File: config.mk
export PLATFORM = sky130hd
export DESIGN_NAME = rst_temperature_controller_top
export DESIGN_NICKNAME = d
export VERILOG_FILES = /design/src/hdl/rtc_pkg.sv /design/src/hdl/rtc_mac.sv /design/src/hdl/rtc_regs.sv /design/src/hdl/rtc_seq.sv /design/src/hdl/rst_temperature_controller_top.sv
export SDC_FILE = /design/constraint.sdc
export NUM_CORES = 2
export LEC_CHECK = 0
export ABC_CLOCK_PERIOD_IN_PS = 14300
export BUFFER_PORTS_ARGS = -buffer_cell sky130_fd_sc_hd__buf_4
export CORE_ASPECT_RATIO = 0.5
export CORE_UTILIZATION = 50
export CTS_CLUSTER_DIAMETER = 100
export DETAILED_ROUTE_END_ITERATION = 10
export PLACE_DENSITY_LB_ADDON = 0.25
export SYNTH_ARGS = -nofsm -noshare
export SYNTH_HDL_FRONTEND = slang
export SYNTH_SLANG_ARGS = --single-unit
export TNS_END_PERCENT = 50
File: constraint.sdc
create_clock -name aclk -period 14.3 [get_ports aclk]
set_input_delay 2.86 -clock aclk [delete_from_list [all_inputs] [get_ports aclk]]
set_output_delay 2.86 -clock aclk [all_outputs]
set_load 0.02 [all_outputs]
File: src/hdl/rtc_pkg.sv
// rtc_pkg: shared types, constants and helper functions of the RST temperature controller
// number formats, MAC program and coefficient table
// no dependencies
package rtc_pkg;

    // field and signal widths
    localparam int TEMP_W     = 16;
    localparam int STATE_W    = 48;
    localparam int DUTY_W     = 16;
    localparam int TEMP_SHIFT = 12;   // Q.4 temperature to 16 fraction bits
    localparam int LIM_SHIFT  = 16;   // duty counts to 16 fraction bits
    localparam int COEF_W     = 32;
    localparam int COEF_FRAC  = 24;
    localparam int HALF_W     = STATE_W / 2;
    localparam int HIGH_W     = STATE_W - HALF_W;
    localparam int MUL_A_W    = HIGH_W + 1;
    localparam int PROD_W     = MUL_A_W + COEF_W;
    localparam int ACC_W      = STATE_W + COEF_W + 4;
    localparam int FIN_W      = ACC_W - COEF_FRAC;

    // configuration register map
    localparam int CFG_IDX_W = 2;
    localparam int CFG_DAT_W = 16;
    localparam logic [CFG_IDX_W-1:0] REG_REFERENCE_TEMP = CFG_IDX_W'(0);
    localparam logic [CFG_IDX_W-1:0] REG_DUTY_LIMIT     = CFG_IDX_W'(1);
    localparam logic signed [TEMP_W-1:0] REFERENCE_RESET = TEMP_W'(800);
    localparam logic [DUTY_W-1:0]        LIMIT_RESET     = DUTY_W'(1000);

    // microprogram length
    localparam int PROG_LEN = 29;
    localparam int PC_W     = $clog2(PROG_LEN);

    localparam logic signed [STATE_W-1:0] SMAX = {1'b0, {(STATE_W-1){1'b1}}};
    localparam logic signed [STATE_W-1:0] SMIN = {1'b1, {(STATE_W-1){1'b0}}};

    typedef enum logic [2:0] {
        OP_NOP,
        OP_MLO,   // low half of signal times coefficient
        OP_MHI,   // high half of signal times coefficient, weighted by 2^HALF_W
        OP_ADD,   // signal times one
        OP_SUB,   // signal times minus one
        OP_FIN    // round down, saturate, write destination, clear accumulator
    } op_t;

    typedef enum logic [3:0] {
        SEL_REF, SEL_MEAS, SEL_PREF, SEL_MOD1, SEL_MOD2, SEL_MEAS1, SEL_MEAS2,
        SEL_SF1, SEL_INT, SEL_MODEL, SEL_REFT, SEL_MEASR, SEL_EPS, SEL_EPSS, SEL_RAW
    } sel_t;

    typedef enum logic [3:0] {
        K_NAM1, K_NAM2, K_BM0, K_BM1, K_T0, K_R0, K_R1, K_R2, K_NAS1
    } coef_t;

    typedef struct packed {
        op_t   op;
        sel_t  sel;
        coef_t coef;
    } step_t;

    // sequencer to datapath control
    typedef struct packed {
        logic  issue;   // step is valid this cycle
        step_t step;
        logic  load;    // latch reference and measurement of a new request
        logic  wb;      // commit state and push the result
        logic  clr;     // writeback clears all state
    } ctrl_t;

    // Q8.24 coefficients, feedback terms already negated
    function automatic logic signed [COEF_W-1:0] coef_value(input coef_t k);
        logic signed [COEF_W-1:0] v;
        unique case (k)
            K_NAM1:  v = COEF_W'(30258975);
            K_NAM2:  v = -COEF_W'(13721444);
            K_BM0:   v = COEF_W'(123858);
            K_BM1:   v = COEF_W'(115827);
            K_T0:    v = -COEF_W'(39832165);
            K_R0:    v = -COEF_W'(323105338);
            K_R1:    v = -COEF_W'(19916082);
            K_R2:    v = COEF_W'(303189256);
            K_NAS1:  v = COEF_W'(10876095);
            default: v = '0;
        endcase
        return v;
    endfunction

    // MAC program for one sample
    function automatic step_t prog_step(input logic [PC_W-1:0] pc);
        step_t s;
        unique case (int'(pc))
            // second-order setpoint prefilter
            0:  s = '{OP_MLO, SEL_MOD1,  K_NAM1};
            1:  s = '{OP_MHI, SEL_MOD1,  K_NAM1};
            2:  s = '{OP_MLO, SEL_MOD2,  K_NAM2};
            3:  s = '{OP_MHI, SEL_MOD2,  K_NAM2};
            4:  s = '{OP_MLO, SEL_REF,   K_BM0};
            5:  s = '{OP_MHI, SEL_REF,   K_BM0};
            6:  s = '{OP_MLO, SEL_PREF,  K_BM1};
            7:  s = '{OP_MHI, SEL_PREF,  K_BM1};
            8:  s = '{OP_FIN, SEL_MODEL, K_NAM1};
            // gain T
            9:  s = '{OP_MLO, SEL_MODEL, K_T0};
            10: s = '{OP_MHI, SEL_MODEL, K_T0};
            11: s = '{OP_FIN, SEL_REFT,  K_NAM1};
            // filter R on the measurement
            12: s = '{OP_MLO, SEL_MEAS,  K_R0};
            13: s = '{OP_MHI, SEL_MEAS,  K_R0};
            14: s = '{OP_MLO, SEL_MEAS1, K_R1};
            15: s = '{OP_MHI, SEL_MEAS1, K_R1};
            16: s = '{OP_MLO, SEL_MEAS2, K_R2};
            17: s = '{OP_MHI, SEL_MEAS2, K_R2};
            18: s = '{OP_FIN, SEL_MEASR, K_NAM1};
            // error
            19: s = '{OP_ADD, SEL_REFT,  K_NAM1};
            20: s = '{OP_SUB, SEL_MEASR, K_NAM1};
            21: s = '{OP_FIN, SEL_EPS,   K_NAM1};
            // filter S
            22: s = '{OP_MLO, SEL_SF1,   K_NAS1};
            23: s = '{OP_MHI, SEL_SF1,   K_NAS1};
            24: s = '{OP_ADD, SEL_EPS,   K_NAM1};
            25: s = '{OP_FIN, SEL_EPSS,  K_NAM1};
            // integrator
            26: s = '{OP_ADD, SEL_EPSS,  K_NAM1};
            27: s = '{OP_ADD, SEL_INT,   K_NAM1};
            28: s = '{OP_FIN, SEL_RAW,   K_NAM1};
            default: s = '{OP_NOP, SEL_REF, K_NAM1};
        endcase
        return s;
    endfunction

    // temperature to internal signal, saturated to the state range
    function automatic logic signed [STATE_W-1:0] temp_to_sig(
        input logic signed [TEMP_W-1:0] t
    );
        localparam int EXT_W = TEMP_W + TEMP_SHIFT + STATE_W;
        logic signed [EXT_W-1:0] p;
        logic signed [STATE_W-1:0] r;
        p = EXT_W'(t) <<< TEMP_SHIFT;
        if (p > EXT_W'(SMAX)) begin
            r = SMAX;
        end else if (p < EXT_W'(SMIN)) begin
            r = SMIN;
        end else begin
            r = p[STATE_W-1:0];
        end
        return r;
    endfunction

    // accumulator after rounding down, saturated to the state range
    function automatic logic signed [STATE_W-1:0] sat_fin(input logic signed [FIN_W-1:0] v);
        logic signed [STATE_W-1:0] r;
        if (v > FIN_W'(SMAX)) begin
            r = SMAX;
        end else if (v < FIN_W'(SMIN)) begin
            r = SMIN;
        end else begin
            r = v[STATE_W-1:0];
        end
        return r;
    endfunction

endpackage

File: src/hdl/rtc_mac.sv
// rtc_mac: shared multiply-accumulate unit of the controller
// one partial product or one shifted add per cycle, finish with floor and saturation
// depends on rtc_pkg
module rtc_mac (
    input  logic                               aclk,
    input  logic                               aresetn,
    input  rtc_pkg::ctrl_t                     ctrl,
    input  logic signed [rtc_pkg::STATE_W-1:0] operand,
    output logic signed [rtc_pkg::STATE_W-1:0] fin_value
);
    import rtc_pkg::*;

    op_t                      op;
    logic signed [MUL_A_W-1:0] mul_a;
    logic signed [COEF_W-1:0]  mul_b;
    logic signed [PROD_W-1:0]  prod;
    logic signed [ACC_W-1:0]   shifted;
    logic signed [ACC_W-1:0]   add_next;
    logic signed [ACC_W-1:0]   add_reg;
    logic signed [ACC_W-1:0]   acc_next;
    logic signed [ACC_W-1:0]   acc_reg;
    logic signed [ACC_W-1:0]   sum;

    assign op = ctrl.issue ? ctrl.step.op : OP_NOP;

    // multiplier operand: unsigned low half or signed high half
    always_comb begin
        if (op == OP_MHI) begin
            mul_a = $signed({operand[STATE_W-1], operand[STATE_W-1:HALF_W]});
        end else begin
            mul_a = $signed({{(MUL_A_W-HALF_W){1'b0}}, operand[HALF_W-1:0]});
        end
    end

    assign mul_b   = coef_value(ctrl.step.coef);
    assign prod    = PROD_W'(mul_a) * PROD_W'(mul_b);
    assign shifted = ACC_W'(operand) <<< COEF_FRAC;

    // addend for the next cycle
    always_comb begin
        unique case (op)
            OP_MLO:  add_next = ACC_W'(prod);
            OP_MHI:  add_next = ACC_W'(prod) <<< HALF_W;
            OP_ADD:  add_next = shifted;
            OP_SUB:  add_next = -shifted;
            default: add_next = '0;
        endcase
    end

    // accumulate, finish drops the fraction and clears
    assign sum       = acc_reg + add_reg;
    assign fin_value = sat_fin(sum[ACC_W-1:COEF_FRAC]);
    assign acc_next  = (op == OP_FIN) ? '0 : sum;

    always_ff @(posedge aclk) begin
        if (!aresetn) begin
            acc_reg <= '0;
            add_reg <= '0;
        end else begin
            acc_reg <= acc_next;
            add_reg <= add_next;
        end
    end

endmodule

File: src/hdl/rtc_regs.sv
// rtc_regs: controller state and intermediate signals, operand select, output clamp
// takes finished values from the MAC unit and commits state at writeback
// depends on rtc_pkg
module rtc_regs (
    input  logic                               aclk,
    input  logic                               aresetn,
    input  rtc_pkg::ctrl_t                     ctrl,
    input  logic signed [rtc_pkg::TEMP_W-1:0]  reference_temp,
    input  logic [rtc_pkg::DUTY_W-1:0]         duty_limit,
    input  logic signed [rtc_pkg::TEMP_W-1:0]  temp_sample,
    input  logic signed [rtc_pkg::STATE_W-1:0] fin_value,
    output logic signed [rtc_pkg::STATE_W-1:0] operand,
    output logic [rtc_pkg::DUTY_W-1:0]         duty,
    output logic                               saturated
);
    import rtc_pkg::*;

    // controller state
    logic signed [STATE_W-1:0] pref_reg, mod1_reg, mod2_reg;
    logic signed [STATE_W-1:0] meas1_reg, meas2_reg, sf1_reg, int_reg;
    // per-sample signals
    logic signed [STATE_W-1:0] ref_reg, meas_reg, model_reg, reft_reg;
    logic signed [STATE_W-1:0] measr_reg, eps_reg, epss_reg, raw_reg;

    logic [STATE_W:0]          lim_ext;
    logic signed [STATE_W-1:0] lim;
    logic signed [STATE_W-1:0] u;
    logic                      fin_wr;

    assign fin_wr = ctrl.issue && (ctrl.step.op == OP_FIN);

    // operand select
    always_comb begin
        unique case (ctrl.step.sel)
            SEL_REF:   operand = ref_reg;
            SEL_MEAS:  operand = meas_reg;
            SEL_PREF:  operand = pref_reg;
            SEL_MOD1:  operand = mod1_reg;
            SEL_MOD2:  operand = mod2_reg;
            SEL_MEAS1: operand = meas1_reg;
            SEL_MEAS2: operand = meas2_reg;
            SEL_SF1:   operand = sf1_reg;
            SEL_INT:   operand = int_reg;
            SEL_MODEL: operand = model_reg;
            SEL_REFT:  operand = reft_reg;
            SEL_MEASR: operand = measr_reg;
            SEL_EPS:   operand = eps_reg;
            SEL_EPSS:  operand = epss_reg;
            SEL_RAW:   operand = raw_reg;
            default:   operand = '0;
        endcase
    end

    // integrator clamp to plus or minus the limit
    always_comb begin
        lim_ext = (STATE_W+1)'({duty_limit, {LIM_SHIFT{1'b0}}});
        if (lim_ext > (STATE_W+1)'(SMAX)) begin
            lim = SMAX;
        end else begin
            lim = lim_ext[STATE_W-1:0];
        end
        saturated = 1'b0;
        u         = raw_reg;
        if (raw_reg > lim) begin
            u         = lim;
            saturated = 1'b1;
        end
        if (raw_reg < -lim) begin
            u         = -lim;
            saturated = 1'b1;
        end
        duty = u[STATE_W-1] ? '0 : u[LIM_SHIFT+DUTY_W-1:LIM_SHIFT];
    end

    // per-sample signals: latched inputs and finished MAC results
    always_ff @(posedge aclk) begin
        if (ctrl.load) begin
            ref_reg  <= temp_to_sig(reference_temp);
            meas_reg <= temp_to_sig(temp_sample);
        end
        if (fin_wr) begin
            unique case (ctrl.step.sel)
                SEL_MODEL: model_reg <= fin_value;
                SEL_REFT:  reft_reg  <= fin_value;
                SEL_MEASR: measr_reg <= fin_value;
                SEL_EPS:   eps_reg   <= fin_value;
                SEL_EPSS:  epss_reg  <= fin_value;
                SEL_RAW:   raw_reg   <= fin_value;
                default: ;
            endcase
        end
    end

    // state commit or clear at writeback
    always_ff @(posedge aclk) begin
        if (!aresetn || (ctrl.wb && ctrl.clr)) begin
            pref_reg  <= '0;
            mod1_reg  <= '0;
            mod2_reg  <= '0;
            meas1_reg <= '0;
            meas2_reg <= '0;
            sf1_reg   <= '0;
            int_reg   <= '0;
        end else if (ctrl.wb) begin
            pref_reg  <= ref_reg;
            mod2_reg  <= mod1_reg;
            mod1_reg  <= model_reg;
            meas2_reg <= meas1_reg;
            meas1_reg <= meas_reg;
            sf1_reg   <= epss_reg;
            int_reg   <= u;
        end
    end

endmodule

File: src/hdl/rtc_seq.sv
// rtc_seq: sequencer that steps the shared MAC through the sample program
// holds the program counter and the clear flag of the current request
// depends on rtc_pkg
module rtc_seq (
    input  logic           aclk,
    input  logic           aresetn,
    input  logic           start,
    input  logic           action,
    input  logic           out_free,
    output logic           ready,
    output rtc_pkg::ctrl_t ctrl
);
    import rtc_pkg::*;

    typedef enum logic [1:0] {S_IDLE, S_RUN, S_WB} state_t;

    state_t           state_reg;
    logic [PC_W-1:0]  pc_reg;
    logic             clr_reg;

    assign ready      = (state_reg == S_IDLE);
    assign ctrl.issue = (state_reg == S_RUN);
    assign ctrl.step  = prog_step(pc_reg);
    assign ctrl.load  = start && !action;
    assign ctrl.wb    = (state_reg == S_WB) && out_free;
    assign ctrl.clr   = clr_reg;

    // state, program counter, request kind
    always_ff @(posedge aclk) begin
        if (!aresetn) begin
            state_reg <= S_IDLE;
            pc_reg    <= '0;
            clr_reg   <= 1'b0;
        end else begin
            unique case (state_reg)
                S_IDLE: begin
                    if (start) begin
                        clr_reg   <= action;
                        pc_reg    <= '0;
                        state_reg <= action ? S_WB : S_RUN;
                    end
                end
                S_RUN: begin
                    if (pc_reg == PC_W'(PROG_LEN-1)) begin
                        state_reg <= S_WB;
                    end else begin
                        pc_reg <= pc_reg + 1'b1;
                    end
                end
                S_WB: begin
                    if (out_free) begin
                        state_reg <= S_IDLE;
                    end
                end
                default: state_reg <= S_IDLE;
            endcase
        end
    end

endmodule

File: src/hdl/rst_temperature_controller_top.sv
// rst_temperature_controller_top: RST temperature controller with integrator
// configuration registers, stream handshakes, output register
// depends on rtc_pkg, rtc_seq, rtc_mac, rtc_regs
//
// Usage:
//   s_ channel: one request per sample; s_tuser[0] = action (1 clears all
//   controller state), s_tdata[15:0] = measured temperature, Q12.4.
//   m_ channel: one result per request; m_tdata[15:0] = PWM duty,
//   m_tuser[0] = integrator hit the duty limit.
//   cfg_ channel: register index 0 = reference temperature, 1 = duty limit;
//   other indexes are ignored. Write only while the block is idle.
//   Sequence: a sample request runs 29 steps of the shared
//   multiply-accumulate unit plus a writeback; the next request is
//   taken only once the sequencer is idle again after that writeback.
//   A clear request skips the steps and goes straight to writeback.
//   Reset: reference 800, duty limit 1000, all filter state zero.
//   Stall: the result waits in the output register; the next request is
//   accepted meanwhile, and its writeback waits until the register frees.
module rst_temperature_controller_top (
    input  logic        aclk,
    input  logic        aresetn,
    // input stream
    input  logic        s_tvalid,
    output logic        s_tready,
    input  logic [15:0] s_tdata,   // [15:0] temp_sample
    input  logic [0:0]  s_tuser,   // [0] action
    // result stream
    output logic        m_tvalid,
    input  logic        m_tready,
    output logic [15:0] m_tdata,   // [15:0] duty
    output logic [0:0]  m_tuser,   // [0] saturated
    // configuration writes
    input  logic        cfg_valid,
    output logic        cfg_ready,
    input  logic [rtc_pkg::CFG_IDX_W-1:0] cfg_index,
    input  logic [rtc_pkg::CFG_DAT_W-1:0] cfg_data
);
    import rtc_pkg::*;

    logic signed [TEMP_W-1:0]  reference_temp_reg;
    logic [DUTY_W-1:0]         duty_limit_reg;
    logic                      start;
    logic                      out_free;
    logic                      seq_ready;
    ctrl_t                     ctrl;
    logic signed [STATE_W-1:0] operand;
    logic signed [STATE_W-1:0] fin_value;
    logic [DUTY_W-1:0]         duty;
    logic                      saturated;
    logic                      m_valid_reg;
    logic [DUTY_W-1:0]         m_duty_reg;
    logic                      m_sat_reg;

    assign s_tready  = seq_ready;
    assign start     = s_tvalid && seq_ready;
    assign out_free  = !m_valid_reg || m_tready;
    assign cfg_ready = 1'b1;

    // configuration registers
    always_ff @(posedge aclk) begin
        if (!aresetn) begin
            reference_temp_reg <= REFERENCE_RESET;
            duty_limit_reg     <= LIMIT_RESET;
        end else if (cfg_valid) begin
            if (cfg_index == REG_REFERENCE_TEMP) begin
                reference_temp_reg <= TEMP_W'(cfg_data);
            end else if (cfg_index == REG_DUTY_LIMIT) begin
                duty_limit_reg <= DUTY_W'(cfg_data);
            end
        end
    end

    rtc_seq u_seq (
        .aclk     (aclk),
        .aresetn  (aresetn),
        .start    (start),
        .action   (s_tuser[0]),
        .out_free (out_free),
        .ready    (seq_ready),
        .ctrl     (ctrl)
    );

    rtc_mac u_mac (
        .aclk      (aclk),
        .aresetn   (aresetn),
        .ctrl      (ctrl),
        .operand   (operand),
        .fin_value (fin_value)
    );

    rtc_regs u_regs (
        .aclk           (aclk),
        .aresetn        (aresetn),
        .ctrl           (ctrl),
        .reference_temp (reference_temp_reg),
        .duty_limit     (duty_limit_reg),
        .temp_sample    (TEMP_W'(s_tdata)),
        .fin_value      (fin_value),
        .operand        (operand),
        .duty           (duty),
        .saturated      (saturated)
    );

    // output register
    always_ff @(posedge aclk) begin
        if (!aresetn) begin
            m_valid_reg <= 1'b0;
        end else if (ctrl.wb) begin
            m_valid_reg <= 1'b1;
        end else if (m_tready) begin
            m_valid_reg <= 1'b0;
        end
    end

    always_ff @(posedge aclk) begin
        if (ctrl.wb) begin
            m_duty_reg <= ctrl.clr ? '0 : duty;
            m_sat_reg  <= ctrl.clr ? 1'b0 : saturated;
        end
    end

    assign m_tvalid   = m_valid_reg;
    assign m_tdata    = m_duty_reg;
    assign m_tuser[0] = m_sat_reg;

endmodule

==> impl_metrics.py <==
metrics = {
    "final_layout": {
        "fillers": 12000,
        "regArea_um2": 19300,
        "layout-area-overhead-vs-synth_pct": 7.72,
        "fin_nets": 8382,
        "layout_commonest_cell": "nand2_1",
        "multi_input_area_um2": 42900,
        "final_cell_mix": "nand2_1 (1050), inv_1 (888), fa_1 (785), nor2_1 (646), a21oi_1 (487)",
        "drive_above_1_share_pct": 7.23,
    },
    "floorplanning": {
        "initial_utilization_pct": 50.8,
        "rows": 94,
        "die_w_um": 521,
        "io_pins": 60,
        "fp.dieArea_um2": 136000,
        "core_um2": 132000,
        "fp.dieH_um": 261,
    },
    "setup_path": {
        "crit_type": "reg -> reg",
        "crit_end": "u_mac.add_reg[70]$_SDFF_PN0_",
        "cp_slowest_cell": "nor4b_2",
        "critPathMaxFanout": 59,
        "critPathTopFamily": "adder cells",
        "startpoint": "u_seq.ctrl[10]$_DFF_P_",
        "r2r-end": "u_mac.add_reg[70]$_SDFF_PN0_",
        "crit_top_cell": "fa_1",
        "r2r_slack_ns": 2.53,
        "reg2regPathDepth": 33,
        "worstPathRequired_ns": 14.84,
        "r2r_start": "u_seq.ctrl[10]$_DFF_P_",
        "cp_num_cells": 33,
        "path_buf_inv": 8,
        "cp.arrival_ns": 12.31,
        "startpoint_type": "flip-flop",
        "critPathMaxStageDelay_ns": 0.98,
        "end_kind": "flip-flop",
    },
    "global_route": {
        "antenna_found_initial": 10,
        "grt.overflow.total": 0,
        "grt_pass1_vias": 54700,
        "grt_usage_pct": 35.4,
        "grt_max_degree": 95,
        "grt_pass1_wl_um": 358000,
    },
    "timing": {
        "period_needed_ns": 11.77,
        "slew_headroom_pct": 9.02,
        "setup_viol": 0,
        "tightest_slew_ns": 1.35,
        "clock_skew_ns": 0.0446,
        "setup-tns-final_ns": 0,
        "holdWs_ns": 0.431,
        "max_freq_mhz": 85.0,
        "layout_worst_path_cycle_share_pct": 82.3,
        "maxSlewViolCount": 0,
        "hold_violations": 0,
        "rsz0062_at_grt": "no",
    },
    "synthesis": {
        "yosysWarnings": 0,
        "syn_nets": 8513,
        "synth_cells": 7378,
        "synth-seq-cells": 797,
        "ys.flop_type": "dfxtp_1",
        "yosysSeqAreaShare_pct": 28.8,
        "synth_edf_count": 337,
        "syn-cell-area_um2": 67200,
        "post_synth.cell_area_avg_um2": 9.11,
        "ys_async_sr_fraction_pct": 0,
        "synth.distinct_cells": 113,
    },
    "clock_tree": {
        "cts_tree": "done",
        "cts-resized-gates": 0,
        "post-cts-setup-buffer-count": 0,
        "cts_buffers": 82,
        "root_buffer": "clkbuf_16",
        "clk_path_buf_depth": 3,
        "clk_pin_slew_ns": 0.06,
        "cts_sinks": 797,
        "hold_buffers": 0,
        "clk_latency_ns": 0.68,
        "htree_levels": 3,
    },
    "placement": {
        "hpwlAfterDp_um": 183000,
        "globalplace.congestion": 1.00,
        "io_buffers": 58,
    },
    "detailed_routing": {
        "detail_route.wl_per_cell_um": 26.6,
        "totalWireLength_um": 242000,
        "ant_nets": 0,
        "viasPerCell": 6.17,
        "drc": 0,
        "drt-initial-drc-count": 6948,
        "num_vias": 56100,
        "dr.pass1.iters": 9,
    },
    "run": {
        "cap_violations": 0,
    },
    "power": {
        "p_per_area_nw_per_um2": 91.1,
        "peakVddDrop_v": 0.0000852,
        "finalPower_mw": 6.60,
        "p_leak_nw": 31.7,
    },
    "status": {
        "status": "complete, no violations",
    },
    "worst_hold_path": {
        "min_path_type": "reg -> reg",
    },
}
-- where the power goes --
group          total [mW]  leakage, nW  switching, mW  internal [mW]
Sequential           2.46         6.75         0.0340           2.42
Combinational        1.82         23.6           1.23          0.589
Clock                2.32         1.39          0.994           1.32
Total                6.60         31.7           2.26           4.34
-- worst min-delay path by stage --
stage                                        start                            to  cells after the start
3_5_place_dp    reference_temp_reg[7]$_SDFFE_PN0P_  u_regs.ref_reg[19]$_DFFE_PP_                      0
4_1_cts         reference_temp_reg[9]$_SDFFE_PN1P_  u_regs.ref_reg[21]$_DFFE_PP_                      0
6_report        reference_temp_reg[9]$_SDFFE_PN1P_  u_regs.ref_reg[21]$_DFFE_PP_                      0
2_1_floorplan   reference_temp_reg[0]$_SDFFE_PN0P_  u_regs.ref_reg[12]$_DFFE_PP_                      0
5_1_grt         reference_temp_reg[7]$_SDFFE_PN0P_  u_regs.ref_reg[19]$_DFFE_PP_                      0
3_3_place_gp   reference_temp_reg[10]$_SDFFE_PN0P_  u_regs.ref_reg[22]$_DFFE_PP_                      0
-- routing by layer --
layer	vias up	share of wire (%)	GRT usage [%]
met5	-	0.035	0
met4	12	4.7	14.4
met3	618	12	8.63
met2	3455	43	53.8
met1	27600	41	48.8
li1	24400	-	-
-- synthesized netlist by cell type (16+ instances only) --
| library cell | count | area (um2) |
|---|---|---|
| nand2_1 | 1052 | 3950 |
| inv_1 | 889 | 3340 |
| fa_1 | 785 | 15700 |
| nor2_1 | 653 | 2450 |
| a21oi_1 | 507 | 2540 |
| dfxtp_1 | 460 | 9210 |
| clkbuf_1 | 350 | 1310 |
| edfxtp_1 | 337 | 10100 |
| ha_1 | 310 | 3880 |
| o21ai_0 | 244 | 1220 |
| a22oi_1 | 119 | 893 |
| nand3_1 | 119 | 596 |
| xnor2_1 | 100 | 876 |
| a21o_1 | 98 | 736 |
| nor3_1 | 87 | 435 |
| and2_1 | 82 | 513 |
| nand4_1 | 72 | 450 |
| mux2i_1 | 57 | 571 |
| nand2b_1 | 54 | 338 |
| nor2b_1 | 53 | 332 |
| xor2_1 | 53 | 464 |
| a31oi_1 | 50 | 313 |
| a221oi_1 | 46 | 403 |
| and3_1 | 44 | 275 |
| buf_2 | 35 | 175 |
| a21boi_0 | 33 | 248 |
| nor4_1 | 32 | 200 |
| o211ai_1 | 32 | 240 |
| o21a_1 | 32 | 240 |
| o21bai_1 | 32 | 240 |
| or2_2 | 31 | 194 |
| a22o_1 | 29 | 254 |
| buf_6 | 26 | 293 |
| or3_1 | 26 | 163 |
| a211oi_1 | 23 | 173 |
| a32oi_1 | 23 | 201 |
| o22ai_1 | 20 | 125 |
| o2bb2ai_1 | 20 | 175 |
| and3b_1 | 19 | 166 |
| nand3b_1 | 17 | 128 |
| a211o_1 | 16 | 140 |
-- area by class of cell --
cell class                      count  share of cell area (%)
Clock inverter                     59                    1.04
Timing Repair Buffer              221                    2.29
Inverter                          890                    4.62
Sequential cell                   797                    26.7
Multi-Input combinational cell   5255                    59.3
Antenna cell                        3                  0.0104
Tap cell                         1776                    3.07
Clock buffer                       93                    2.93
-- per-stage QoR --
stage | std cells | worst slack [ns] | util [%] | cell area [um2]
after floorplan | 7378 | 4.30 | - | 67200
after global placement | 8939 | 2.90 | 52.5 | 69500
after detailed placement | 8939 | 2.76 | 52.5 | 69500
after CTS | 9091 | 2.70 | 54.7 | 72400
after global routing | 9091 | 2.06 | 54.7 | 72400
final | 9094 | 2.53 | 54.7 | 72400
-- cell families (layout without fill, tap and decap cells) --
| group | after synthesis | after routing | share of synthesized area, % |
|---|---|---|---|
| AO/OA/AOI/OAI | 1498 | 1498 | 14.5 |
| AND/OR/NAND/NOR | 2426 | 2426 | 16.4 |
| multiplexers | 82 | 82 | 1.33 |
| buffers and inverters | 1326 | 1263 | 7.86 |
| flip-flops | 797 | 797 | 28.8 |
| XOR/XNOR | 153 | 153 | 1.99 |
| other | 1 | 4 | 0.00558 |
| adder cells (fa/ha/maj) | 1095 | 1095 | 29.2 |
(Power assumes the default switching activity.)
